**config.mk**
```make
export PLATFORM = sky130hd
export DESIGN_NAME = ready_queue_cpu_scheduler_core_flat
export DESIGN_NICKNAME = d
export VERILOG_FILES = /design/src/rtl/rqcs_pkg.sv /design/src/rtl/rqcs_if.sv /design/src/rtl/ready_queue_cpu_scheduler_core.sv /design/src/rtl/rqcs_cmp.sv /design/src/flat_wrapper.sv
export VERILOG_INCLUDE_DIRS = /design/src /design/src/rtl
export SDC_FILE = /design/constraint.sdc
export NUM_CORES = 1
export LEC_CHECK = 0
export BUFFER_PORTS_ARGS = -buffer_cell sky130_fd_sc_hd__buf_2
export CAP_MARGIN = 10
export CORE_ASPECT_RATIO = 1.5
export CORE_MARGIN = 4
export CORE_UTILIZATION = 60
export DETAILED_ROUTE_END_ITERATION = 7
export PLACE_DENSITY = 0.79
export SKIP_CTS_REPAIR_TIMING = 1
export SLEW_MARGIN = 20
export SYNTH_ARGS = -nofsm -noshare
export SYNTH_HDL_FRONTEND = slang
export SYNTH_HIERARCHICAL = 1
export SYNTH_SLANG_ARGS = --single-unit
export TNS_END_PERCENT = 50
```
**constraint.sdc**
```tcl
create_clock -name clk -period 7.2 [get_ports clk]
set_input_delay 1.44 -clock clk [delete_from_list [all_inputs] [get_ports clk]]
set_output_delay 1.44 -clock clk [all_outputs]
set_load 0.02 [all_outputs]
```
**src/rtl/ready_queue_cpu_scheduler_core_defines.svh**
```systemverilog
// Assertion helpers for the ready queue scheduler.
`ifndef READY_QUEUE_CPU_SCHEDULER_CORE_DEFINES_SVH
`define READY_QUEUE_CPU_SCHEDULER_CORE_DEFINES_SVH

// Same-cycle implication, disabled while in reset.
`define RQCS_ASSERT_IMPL(lbl, clk, rst_n, ante, cons) \
  lbl: assert property (@(posedge clk) disable iff (!rst_n) (ante) |-> (cons)) \
    else $error("rqcs assertion failed");

// Next-cycle implication, disabled while in reset.
`define RQCS_ASSERT_NEXT(lbl, clk, rst_n, ante, cons) \
  lbl: assert property (@(posedge clk) disable iff (!rst_n) (ante) |=> (cons)) \
    else $error("rqcs assertion failed");

`endif

```
**src/rtl/rqcs_pkg.sv**
```systemverilog
`default_nettype none

package rqcs_pkg;

  // queue entry layout
  typedef struct packed {
    logic [7:0]  tag;
    logic [7:0]  prio;
    logic [15:0] burst;
  } entry_t;

  // shared comparator result
  typedef struct packed {
    logic        lt;
    logic        gt;
    logic [15:0] diff;
  } cmp_res_t;

  typedef enum logic [2:0] {
    S_IDLE,
    S_SCAN,
    S_SHIFT,
    S_CALC,
    S_DONE
  } state_t;

  // selection policies
  localparam logic [1:0] POL_FIFO = 2'd0;
  localparam logic [1:0] POL_SJF  = 2'd1;
  localparam logic [1:0] POL_PRIO = 2'd2;
  localparam logic [1:0] POL_RR   = 2'd3;

  // item modes
  localparam logic MODE_ENQ  = 1'b0;
  localparam logic MODE_DISP = 1'b1;

  // result status codes
  localparam logic [2:0] STAT_ENQ     = 3'd0;
  localparam logic [2:0] STAT_FULL    = 3'd1;
  localparam logic [2:0] STAT_DONE    = 3'd2;
  localparam logic [2:0] STAT_REQUEUE = 3'd3;
  localparam logic [2:0] STAT_EMPTY   = 3'd4;

  // register indexes (paddr[2])
  localparam logic REG_POLICY  = 1'b0;
  localparam logic REG_QUANTUM = 1'b1;

  localparam logic [15:0] QUANTUM_RST = 16'd10;

endpackage

`default_nettype wire

```
**src/rtl/rqcs_if.sv**
```systemverilog
`default_nettype none

interface rqcs_in_if;
  logic        valid;
  logic        ready;
  logic        mode;
  logic [7:0]  process_tag;
  logic [7:0]  priority_req;
  logic [15:0] burst_length;

  modport source (output valid, mode, process_tag, priority_req, burst_length,
                  input ready);
  modport sink   (input valid, mode, process_tag, priority_req, burst_length,
                  output ready);
endinterface

interface rqcs_out_if;
  logic        valid;
  logic        ready;
  logic [2:0]  status;
  logic [7:0]  chosen_tag;
  logic [7:0]  chosen_priority;
  logic [15:0] run_time;
  logic [31:0] busy_total;

  modport source (output valid, status, chosen_tag, chosen_priority, run_time,
                  busy_total, input ready);
  modport sink   (input valid, status, chosen_tag, chosen_priority, run_time,
                  busy_total, output ready);
endinterface

`default_nettype wire

```
**src/rtl/ready_queue_cpu_scheduler_core.sv**
```systemverilog
// Channel  | Dir | Handshake          | Beat payload
// ---------+-----+--------------------+-------------------------------------------------
// in_bus   | in  | valid/ready        | mode, process_tag, priority_req, burst_length
// out_bus  | out | valid/ready        | status, chosen_tag, chosen_priority, run_time,
//          |     |                    | busy_total
// APB      | in  | psel/penable/pready| paddr, pwdata, prdata (policy @0, quantum @4)
//
// Enqueue, full, empty: accept leads to the done state, which loads the result into
// the output register; no new beat is taken until then. Dispatch of N entries at
// position P (0 = head): accept, scan (all N for shortest burst and priority, else head
// only), shift behind P, calc, result, serialized by one read port and one comparator.
// Sync reset: queue empty, busy total 0, policy FIFO, quantum 10; no clearing pass.
// A result waits in the output register while the next beat runs; a second one stalls.
`default_nettype none
`include "ready_queue_cpu_scheduler_core_defines.svh"

module ready_queue_cpu_scheduler_core #(
  parameter int QUEUE_DEPTH = 16
) (
  input  wire logic        clk,
  input  wire logic        rst_n,
  rqcs_in_if.sink          in_bus,
  rqcs_out_if.source       out_bus,
  input  wire logic        psel,
  input  wire logic        penable,
  input  wire logic        pwrite,
  input  wire logic [2:0]  paddr,
  input  wire logic [31:0] pwdata,
  output logic      [31:0] prdata,
  output logic             pready
);

  localparam int CW = $clog2(QUEUE_DEPTH + 1);  // holds the count itself
  localparam int AW = $clog2(QUEUE_DEPTH);      // memory address

  // ---------------------------------------------------------------------------
  // State
  // ---------------------------------------------------------------------------
  rqcs_pkg::state_t state_r, state_nxt;

  logic [CW-1:0]    count_r;
  logic [31:0]      busy_r;
  logic [1:0]       policy_r;
  logic [15:0]      quantum_r;

  logic [CW-1:0]    rd_idx_r;    // next address to read
  logic             rv_r;        // rd_data_r holds a requested entry
  logic [CW-1:0]    rv_idx_r;    // its position
  rqcs_pkg::entry_t rd_data_r;

  logic [CW-1:0]    best_pos_r;
  rqcs_pkg::entry_t best_r;      // selected entry (zero for non-dispatch results)
  logic [2:0]       status_r;
  logic [15:0]      run_r;

  logic             out_valid_r;
  logic [2:0]       out_status_r;
  logic [7:0]       out_tag_r;
  logic [7:0]       out_prio_r;
  logic [15:0]      out_run_r;
  logic [31:0]      out_busy_r;

  // queue storage, undefined until written
  rqcs_pkg::entry_t mem [QUEUE_DEPTH];

  // ---------------------------------------------------------------------------
  // Combinational control
  // ---------------------------------------------------------------------------
  logic             accept;
  logic             full;
  logic [CW-1:0]    scan_lim;
  logic             scan_last;
  logic             take;
  logic             issue;
  logic             requeue;
  logic             out_load;
  logic             wr_en;
  logic [AW-1:0]    wr_addr;
  rqcs_pkg::entry_t wr_data;
  logic [AW-1:0]    rd_addr;
  logic [15:0]      cmp_a, cmp_b;
  rqcs_pkg::cmp_res_t cmp_res;
  logic [32:0]      busy_sum;
  logic [31:0]      busy_sat;
  logic             cfg_wr;

  assign accept   = in_bus.valid && in_bus.ready;
  assign full     = (count_r == CW'(QUEUE_DEPTH));
  assign scan_lim = (policy_r == rqcs_pkg::POL_SJF || policy_r == rqcs_pkg::POL_PRIO)
                    ? count_r : CW'(1);
  assign requeue  = (policy_r == rqcs_pkg::POL_RR) && cmp_res.gt;
  assign busy_sum = {1'b0, busy_r} + {17'd0, run_r};
  assign busy_sat = busy_sum[32] ? 32'hFFFF_FFFF : busy_sum[31:0];

  rqcs_cmp u_cmp (
    .a   (cmp_a),
    .b   (cmp_b),
    .res (cmp_res)
  );

  // next state
  always_comb begin
    state_nxt = state_r;
    unique case (state_r)
      rqcs_pkg::S_IDLE: begin
        if (accept) begin
          if (in_bus.mode == rqcs_pkg::MODE_DISP && count_r != CW'(0)) begin
            state_nxt = rqcs_pkg::S_SCAN;
          end else begin
            state_nxt = rqcs_pkg::S_DONE;
          end
        end
      end
      rqcs_pkg::S_SCAN: begin
        if (scan_last) state_nxt = rqcs_pkg::S_SHIFT;
      end
      rqcs_pkg::S_SHIFT: begin
        if (!issue && !rv_r) state_nxt = rqcs_pkg::S_CALC;
      end
      rqcs_pkg::S_CALC: state_nxt = rqcs_pkg::S_DONE;
      rqcs_pkg::S_DONE: begin
        if (out_load) state_nxt = rqcs_pkg::S_IDLE;
      end
      default: state_nxt = rqcs_pkg::S_IDLE;
    endcase
  end

  // control outputs
  always_comb begin
    in_bus.ready = 1'b0;
    issue        = 1'b0;
    take         = 1'b0;
    scan_last    = 1'b0;
    out_load     = 1'b0;
    rd_addr      = rd_idx_r[AW-1:0];
    wr_en        = 1'b0;
    wr_addr      = count_r[AW-1:0];
    wr_data      = '{tag: in_bus.process_tag, prio: in_bus.priority_req,
                     burst: in_bus.burst_length};
    cmp_a        = 16'd0;
    cmp_b        = 16'd0;
    unique case (state_r)
      rqcs_pkg::S_IDLE: begin
        in_bus.ready = 1'b1;
        wr_en        = accept && (in_bus.mode == rqcs_pkg::MODE_ENQ) && !full;
      end
      rqcs_pkg::S_SCAN: begin
        issue = (rd_idx_r < scan_lim);
        if (policy_r == rqcs_pkg::POL_PRIO) begin
          cmp_a = {8'd0, rd_data_r.prio};
          cmp_b = {8'd0, best_r.prio};
          take  = rv_r && (rv_idx_r == CW'(0) || cmp_res.gt);
        end else begin
          cmp_a = rd_data_r.burst;
          cmp_b = best_r.burst;
          take  = rv_r && (rv_idx_r == CW'(0) || cmp_res.lt);
        end
        scan_last = rv_r && (rv_idx_r == CW'(scan_lim - CW'(1)));
      end
      rqcs_pkg::S_SHIFT: begin
        issue   = (rd_idx_r < count_r);
        wr_en   = rv_r;
        wr_addr = AW'(rv_idx_r - CW'(1));
        wr_data = rd_data_r;
      end
      rqcs_pkg::S_CALC: begin
        cmp_a   = best_r.burst;
        cmp_b   = quantum_r;
        wr_en   = requeue;
        wr_addr = AW'(count_r - CW'(1));
        wr_data = '{tag: best_r.tag, prio: best_r.prio, burst: cmp_res.diff};
      end
      rqcs_pkg::S_DONE: begin
        out_load = !out_valid_r || out_bus.ready;
      end
      default: ;
    endcase
  end

  // ---------------------------------------------------------------------------
  // Memory: one write, one registered read per cycle
  // ---------------------------------------------------------------------------
  always_ff @(posedge clk) begin
    if (wr_en) mem[wr_addr] <= wr_data;
    rd_data_r <= mem[rd_addr];
  end

  // ---------------------------------------------------------------------------
  // Control registers
  // ---------------------------------------------------------------------------
  assign cfg_wr = psel && penable && pwrite && pready;

  always_ff @(posedge clk) begin
    if (!rst_n) begin
      state_r     <= rqcs_pkg::S_IDLE;
      count_r     <= '0;
      busy_r      <= '0;
      policy_r    <= rqcs_pkg::POL_FIFO;
      quantum_r   <= rqcs_pkg::QUANTUM_RST;
      rv_r        <= 1'b0;
      out_valid_r <= 1'b0;
    end else begin
      state_r <= state_nxt;
      if (cfg_wr) begin
        if (paddr[2] == rqcs_pkg::REG_QUANTUM) quantum_r <= pwdata[15:0];
        else                                    policy_r  <= pwdata[1:0];
      end
      rv_r <= issue;
      if (state_r == rqcs_pkg::S_IDLE && wr_en) count_r <= count_r + CW'(1);
      if (state_r == rqcs_pkg::S_CALC && !requeue) count_r <= count_r - CW'(1);
      if (out_load) begin
        busy_r      <= busy_sat;
        out_valid_r <= 1'b1;
      end else if (out_bus.ready) begin
        out_valid_r <= 1'b0;
      end
    end
  end

  // ---------------------------------------------------------------------------
  // Payload registers
  // ---------------------------------------------------------------------------
  always_ff @(posedge clk) begin
    rv_idx_r <= rd_idx_r;
    if (issue) rd_idx_r <= rd_idx_r + CW'(1);
    if (take) begin
      best_r     <= rd_data_r;
      best_pos_r <= rv_idx_r;
    end
    // shift starts just past the chosen entry
    if (scan_last) rd_idx_r <= (take ? rv_idx_r : best_pos_r) + CW'(1);
    if (accept) begin
      rd_idx_r <= '0;
      best_r   <= '0;
      run_r    <= 16'd0;
      if (in_bus.mode == rqcs_pkg::MODE_ENQ) begin
        status_r <= full ? rqcs_pkg::STAT_FULL : rqcs_pkg::STAT_ENQ;
      end else begin
        status_r <= rqcs_pkg::STAT_EMPTY;
      end
    end
    if (state_r == rqcs_pkg::S_CALC) begin
      run_r    <= requeue ? quantum_r : best_r.burst;
      status_r <= requeue ? rqcs_pkg::STAT_REQUEUE : rqcs_pkg::STAT_DONE;
    end
    if (out_load) begin
      out_status_r <= status_r;
      out_tag_r    <= best_r.tag;
      out_prio_r   <= best_r.prio;
      out_run_r    <= run_r;
      out_busy_r   <= busy_sat;
    end
  end

  assign out_bus.valid           = out_valid_r;
  assign out_bus.status          = out_status_r;
  assign out_bus.chosen_tag      = out_tag_r;
  assign out_bus.chosen_priority = out_prio_r;
  assign out_bus.run_time        = out_run_r;
  assign out_bus.busy_total      = out_busy_r;

  assign pready = 1'b1;
  assign prdata = (paddr[2] == rqcs_pkg::REG_QUANTUM) ? {16'd0, quantum_r}
                                                      : {30'd0, policy_r};

  // ---------------------------------------------------------------------------
  // Assertions
  // ---------------------------------------------------------------------------
  `RQCS_ASSERT_NEXT(a_busy_after_accept, clk, rst_n, accept, !in_bus.ready)
  `RQCS_ASSERT_NEXT(a_enq_grows, clk, rst_n,
    accept && in_bus.mode == rqcs_pkg::MODE_ENQ && !full,
    count_r == $past(count_r) + CW'(1))
  `RQCS_ASSERT_NEXT(a_busy_monotonic, clk, rst_n, 1'b1, busy_r >= $past(busy_r))
  `RQCS_ASSERT_IMPL(a_count_bound, clk, rst_n,
    state_r == rqcs_pkg::S_IDLE, count_r <= CW'(QUEUE_DEPTH))

endmodule

`default_nettype wire

```
**src/rtl/rqcs_cmp.sv**
```systemverilog
`default_nettype none

// Shared 16-bit compare/subtract unit.
module rqcs_cmp (
  input  wire logic [15:0]      a,
  input  wire logic [15:0]      b,
  output rqcs_pkg::cmp_res_t    res
);

  logic [16:0] sub;

  assign sub      = {1'b0, a} - {1'b0, b};
  assign res.lt   = sub[16];
  assign res.gt   = !sub[16] && (sub[15:0] != 16'd0);
  assign res.diff = sub[15:0];

endmodule

`default_nettype wire

```
**src/flat_wrapper.sv**
```systemverilog
// flat-port wrapper written by rule: the top's interface ports become plain ports
module ready_queue_cpu_scheduler_core_flat 
#(
  parameter int QUEUE_DEPTH = 16
)
  (clk, rst_n, psel, penable, pwrite, paddr, pwdata, prdata, pready, in_bus_valid, in_bus_mode, in_bus_process_tag, in_bus_priority_req, in_bus_burst_length, in_bus_ready, out_bus_valid, out_bus_status, out_bus_chosen_tag, out_bus_chosen_priority, out_bus_run_time, out_bus_busy_total, out_bus_ready);
  rqcs_in_if in_bus_i ();
  rqcs_out_if out_bus_i ();
  input  wire logic clk;
  input  wire logic rst_n;
  input  wire logic psel;
  input  wire logic penable;
  input  wire logic pwrite;
  input  wire logic [2:0] paddr;
  input  wire logic [31:0] pwdata;
  output logic      [31:0] prdata;
  output logic pready;
  input wire logic [$bits(in_bus_i.valid)-1:0] in_bus_valid;
  input wire logic [$bits(in_bus_i.mode)-1:0] in_bus_mode;
  input wire logic [$bits(in_bus_i.process_tag)-1:0] in_bus_process_tag;
  input wire logic [$bits(in_bus_i.priority_req)-1:0] in_bus_priority_req;
  input wire logic [$bits(in_bus_i.burst_length)-1:0] in_bus_burst_length;
  output wire logic [$bits(in_bus_i.ready)-1:0] in_bus_ready;
  output wire logic [$bits(out_bus_i.valid)-1:0] out_bus_valid;
  output wire logic [$bits(out_bus_i.status)-1:0] out_bus_status;
  output wire logic [$bits(out_bus_i.chosen_tag)-1:0] out_bus_chosen_tag;
  output wire logic [$bits(out_bus_i.chosen_priority)-1:0] out_bus_chosen_priority;
  output wire logic [$bits(out_bus_i.run_time)-1:0] out_bus_run_time;
  output wire logic [$bits(out_bus_i.busy_total)-1:0] out_bus_busy_total;
  input wire logic [$bits(out_bus_i.ready)-1:0] out_bus_ready;
  assign in_bus_i.valid = in_bus_valid;
  assign in_bus_i.mode = in_bus_mode;
  assign in_bus_i.process_tag = in_bus_process_tag;
  assign in_bus_i.priority_req = in_bus_priority_req;
  assign in_bus_i.burst_length = in_bus_burst_length;
  assign in_bus_ready = in_bus_i.ready;
  assign out_bus_valid = out_bus_i.valid;
  assign out_bus_status = out_bus_i.status;
  assign out_bus_chosen_tag = out_bus_i.chosen_tag;
  assign out_bus_chosen_priority = out_bus_i.chosen_priority;
  assign out_bus_run_time = out_bus_i.run_time;
  assign out_bus_busy_total = out_bus_i.busy_total;
  assign out_bus_i.ready = out_bus_ready;
  ready_queue_cpu_scheduler_core #(.QUEUE_DEPTH(QUEUE_DEPTH)) u_core (.clk(clk), .rst_n(rst_n), .in_bus(in_bus_i), .out_bus(out_bus_i), .psel(psel), .penable(penable), .pwrite(pwrite), .paddr(paddr), .pwdata(pwdata), .prdata(prdata), .pready(pready));
endmodule
```
==> summary.txt <==
CTS
  – Clk slew on worst S/H paths: 70 ps
  – Worst skew pair latency: 600 ps
  – CTS tree: yes
  – Clock sinks: 737
  – CTS H-Tree Depth: 3
  – Clock buffer depth: 3
  – TritonCTS buffer count: 67
  – Root Buffer: clkbuf_16

Global route
  – GR Layer Usage met3: 4.74%
  – Antenna violations before repair: 1
  – Remaining Overflow, GRT: 0
  – Largest net degree at the start of global routing: 112
  – GRT Resource Usage Total: 27.3%
  – Vias in the first global route: 18400
  – Met1 usage: 33.3%
  – Gr busiest metal: met2
  – GR Util met2: 47.7%
  – Global-route wire length before repair: 114000 um

Floorplanning
  – Die area: 55800 sq um
  – Die Ht: 287 um
  – Initial Utilization: 60.5%
  – I/O pins: 177
  – DIE WIDTH: 194 um
  – FP Rows: 102
  – Core area: 51600 sq um

Job
  – MaxCap Viol Count: 0

Synthesis
  – Synth top area cells: edfxtp_1, mux4_2, dfxtp_1
  – Asr flop ratio synth: 0%
  – Mean Syn Cell Area: 15.6 sq um
  – Netlist cell types: 97
  – Post-synthesis sequential area ratio: 66.5%
  – Number of warnings issued by yosys: 6
  – Main flop type after synthesis: edfxtp_1
  – Most common library cells after synthesis: edfxtp_1, nand2_1, mux4_2, dfxtp_1, nor2_1
  – Cells after Synth: 1998
  – Post-synth top area share: 57.5%
  – Top-count cell post-synth: edfxtp_1
  – Post-synth top area cell: edfxtp_1
  – Synthesized flop and latch total: 737
  – EDFF count, synth: 598
  – Mapped cell area: 31200 sq um

Min path
  – Hold Path End: u_core/rv_idx_r[4]
  – Worst hold start: u_core/rd_idx_r[4]
  – Hold Crit Class: register to register
  – WHS Path Cells: 0

Worst setup path
  – Crit-path slowest cell: nor2_4
  – Critical Path Start: u_core/state_r[1]
  – Worst setup SP type: register
  – Most used cell, CP: buf_4
  – FF-to-FF setup slack: 770 ps
  – CP arrival: 6700 ps
  – RR Endpoint: u_core/mem[2][29]
  – Crit Path Max Fanout: 24
  – CP endpoint kind: register
  – R2R Path Start: u_core/state_r[1]
  – Crit path kind: register to register
  – Slowest Stage Delay on Critical Path: 850 ps
  – CP Data Required Time: 7470 ps
  – Cell family with most CP delay: simple AND/OR/NAND/NOR gates
  – CP Buf/Inv Count: 5
  – Reg2Reg Depth: 25

Final layout
  – Final non-filler cell total: 2886
  – Design Area, Final: 34900 sq um
  – # diodes: 0
  – Layout cell share with drive strength beyond 1: 23.8%
  – Final design utilization: 67.8%
  – Synth-to-Final Area Change: 12.0%
  – Net count of the finished layout: 2282

STA
  – Final setup margin: 769 ps
  – WHS: 434 ps
  – RSZ-0062 raised after global routing: false
  – Final setup fails: 0
  – Rel. slew slack: 31.4%
  – Hold Vio Cnt, Final: 0
  – Fmax: 155 MHz
  – Final Slew Violations: 0
  – Min Tclk post-route: 6430 ps
  – Worst Max-Slew Pin Slew: 1020 ps
  – Tcrit/Tclk final: 89.3%
  – Final Skew: 29.6 ps
  – Total Neg Setup Slack: 0 ps

Place
  – Placed Instances: 2759
  – Pre-CTS setup slack: 850 ps
  – Placed Area: 32800 sq um
  – DP Wirelength: 46200 um
  – PortBufs: 141
  – GP Congestion: 0.911

Detailed routing
  – Drt wl/cell: 26.5 um
  – DRT Pass-1 Iters: 6
  – Vias: 18400
  – DRC viols: 0
  – Routed vias/inst: 6.36
  – Initial DRC Count: 1736
  – Total routed wirelength: 76500 um
  – Antenna Violating Nets Remaining: 0

Power
  – PD cells: 272 nW/um^2
  – Static Leak: 11.9 nW
  – Total power: 9.51 mW
  – Worst VDD drop: 0.000210 V

Status
  – Outcome: finished clean
[flip-flops by register name, indices dropped and copies added (netlist names), 8 cells and up]
signal / cells
u_core/mem: 512
u_core/best_r: 32
u_core/busy_r: 32
u_core/out_bus.busy_total: 32
u_core/rd_data_r: 32
u_core/out_bus.run_time: 16
u_core/quantum_r: 16
u_core/run_r: 16
u_core/out_bus.chosen_priority: 8
u_core/out_bus.chosen_tag: 8
[kinds of logic (layout without fill, tap and decap cells)]
group | Yosys count | in the layout | share of synthesized area [%]
buffers and inverters | 173 | 370 | 2.56
other | 2 | 17 | 0.0241
flip-flops | 737 | 737 | 66.5
AO/OA/AOI/OAI | 293 | 293 | 6.33
multiplexers | 257 | 257 | 14.7
adder cells (fa/ha/maj) | 50 | 50 | 2.05
AND/OR/NAND/NOR | 436 | 436 | 6.45
XOR/XNOR | 50 | 50 | 1.40
[per-layer routing]
metal	vias to the layer above	routed length, um	share of wire (%)
met4	2	3940	5.1
met1	9177	26800	35
li1	8019	-	-
met3	210	6160	8.0
met2	954	39700	52
met5	-	13	0.017
[how the worst max path moves through the flow]
stage | slack (ps) | cells after the start | to
after global placement | 950 | 25 | u_core/mem[2][16]
after global routing | 260 | 25 | u_core/mem[2][16]
after CTS | 800 | 27 | u_core/rd_idx_r[4]
after detailed placement | 850 | 27 | u_core/rd_idx_r[4]
final | 770 | 25 | u_core/mem[2][29]
after floorplan | 950 | 25 | u_core/mem[11][0]
[placed cells by master (no fill, tap or decap), drive strengths merged, types with 15 or more instances in the layout]
master  count
a21oi      72
a22o       16
a31oi      17
and2       25
buf       195
clkbuf     92
clkinv     21
conb       17
dfxtp     139
edfxtp    598
ha         48
inv        50
mux2i      85
mux4      160
nand2     181
nand2b     15
nand3      30
nor2      114
nor3       18
o211ai     15
o21ai      94
xnor2      27
xor2       23
[final cells by class]
type                       count  area, sq um
tap                          676          846
sequential                   737        20800
timing repair buffer         200         1160
inverter                      48          181
multi-input combinational   1103         9850
clock buffer                  87         1790
fill                        3330        16600
clock inverter                35          358
[power by group]
group	switching, mW	total (mW)	internal (mW)
combinational	0.673	1.09	0.413
clock	1.55	3.51	1.96
sequential	0.107	4.91	4.80
Power figures use the tool's default switching activity.
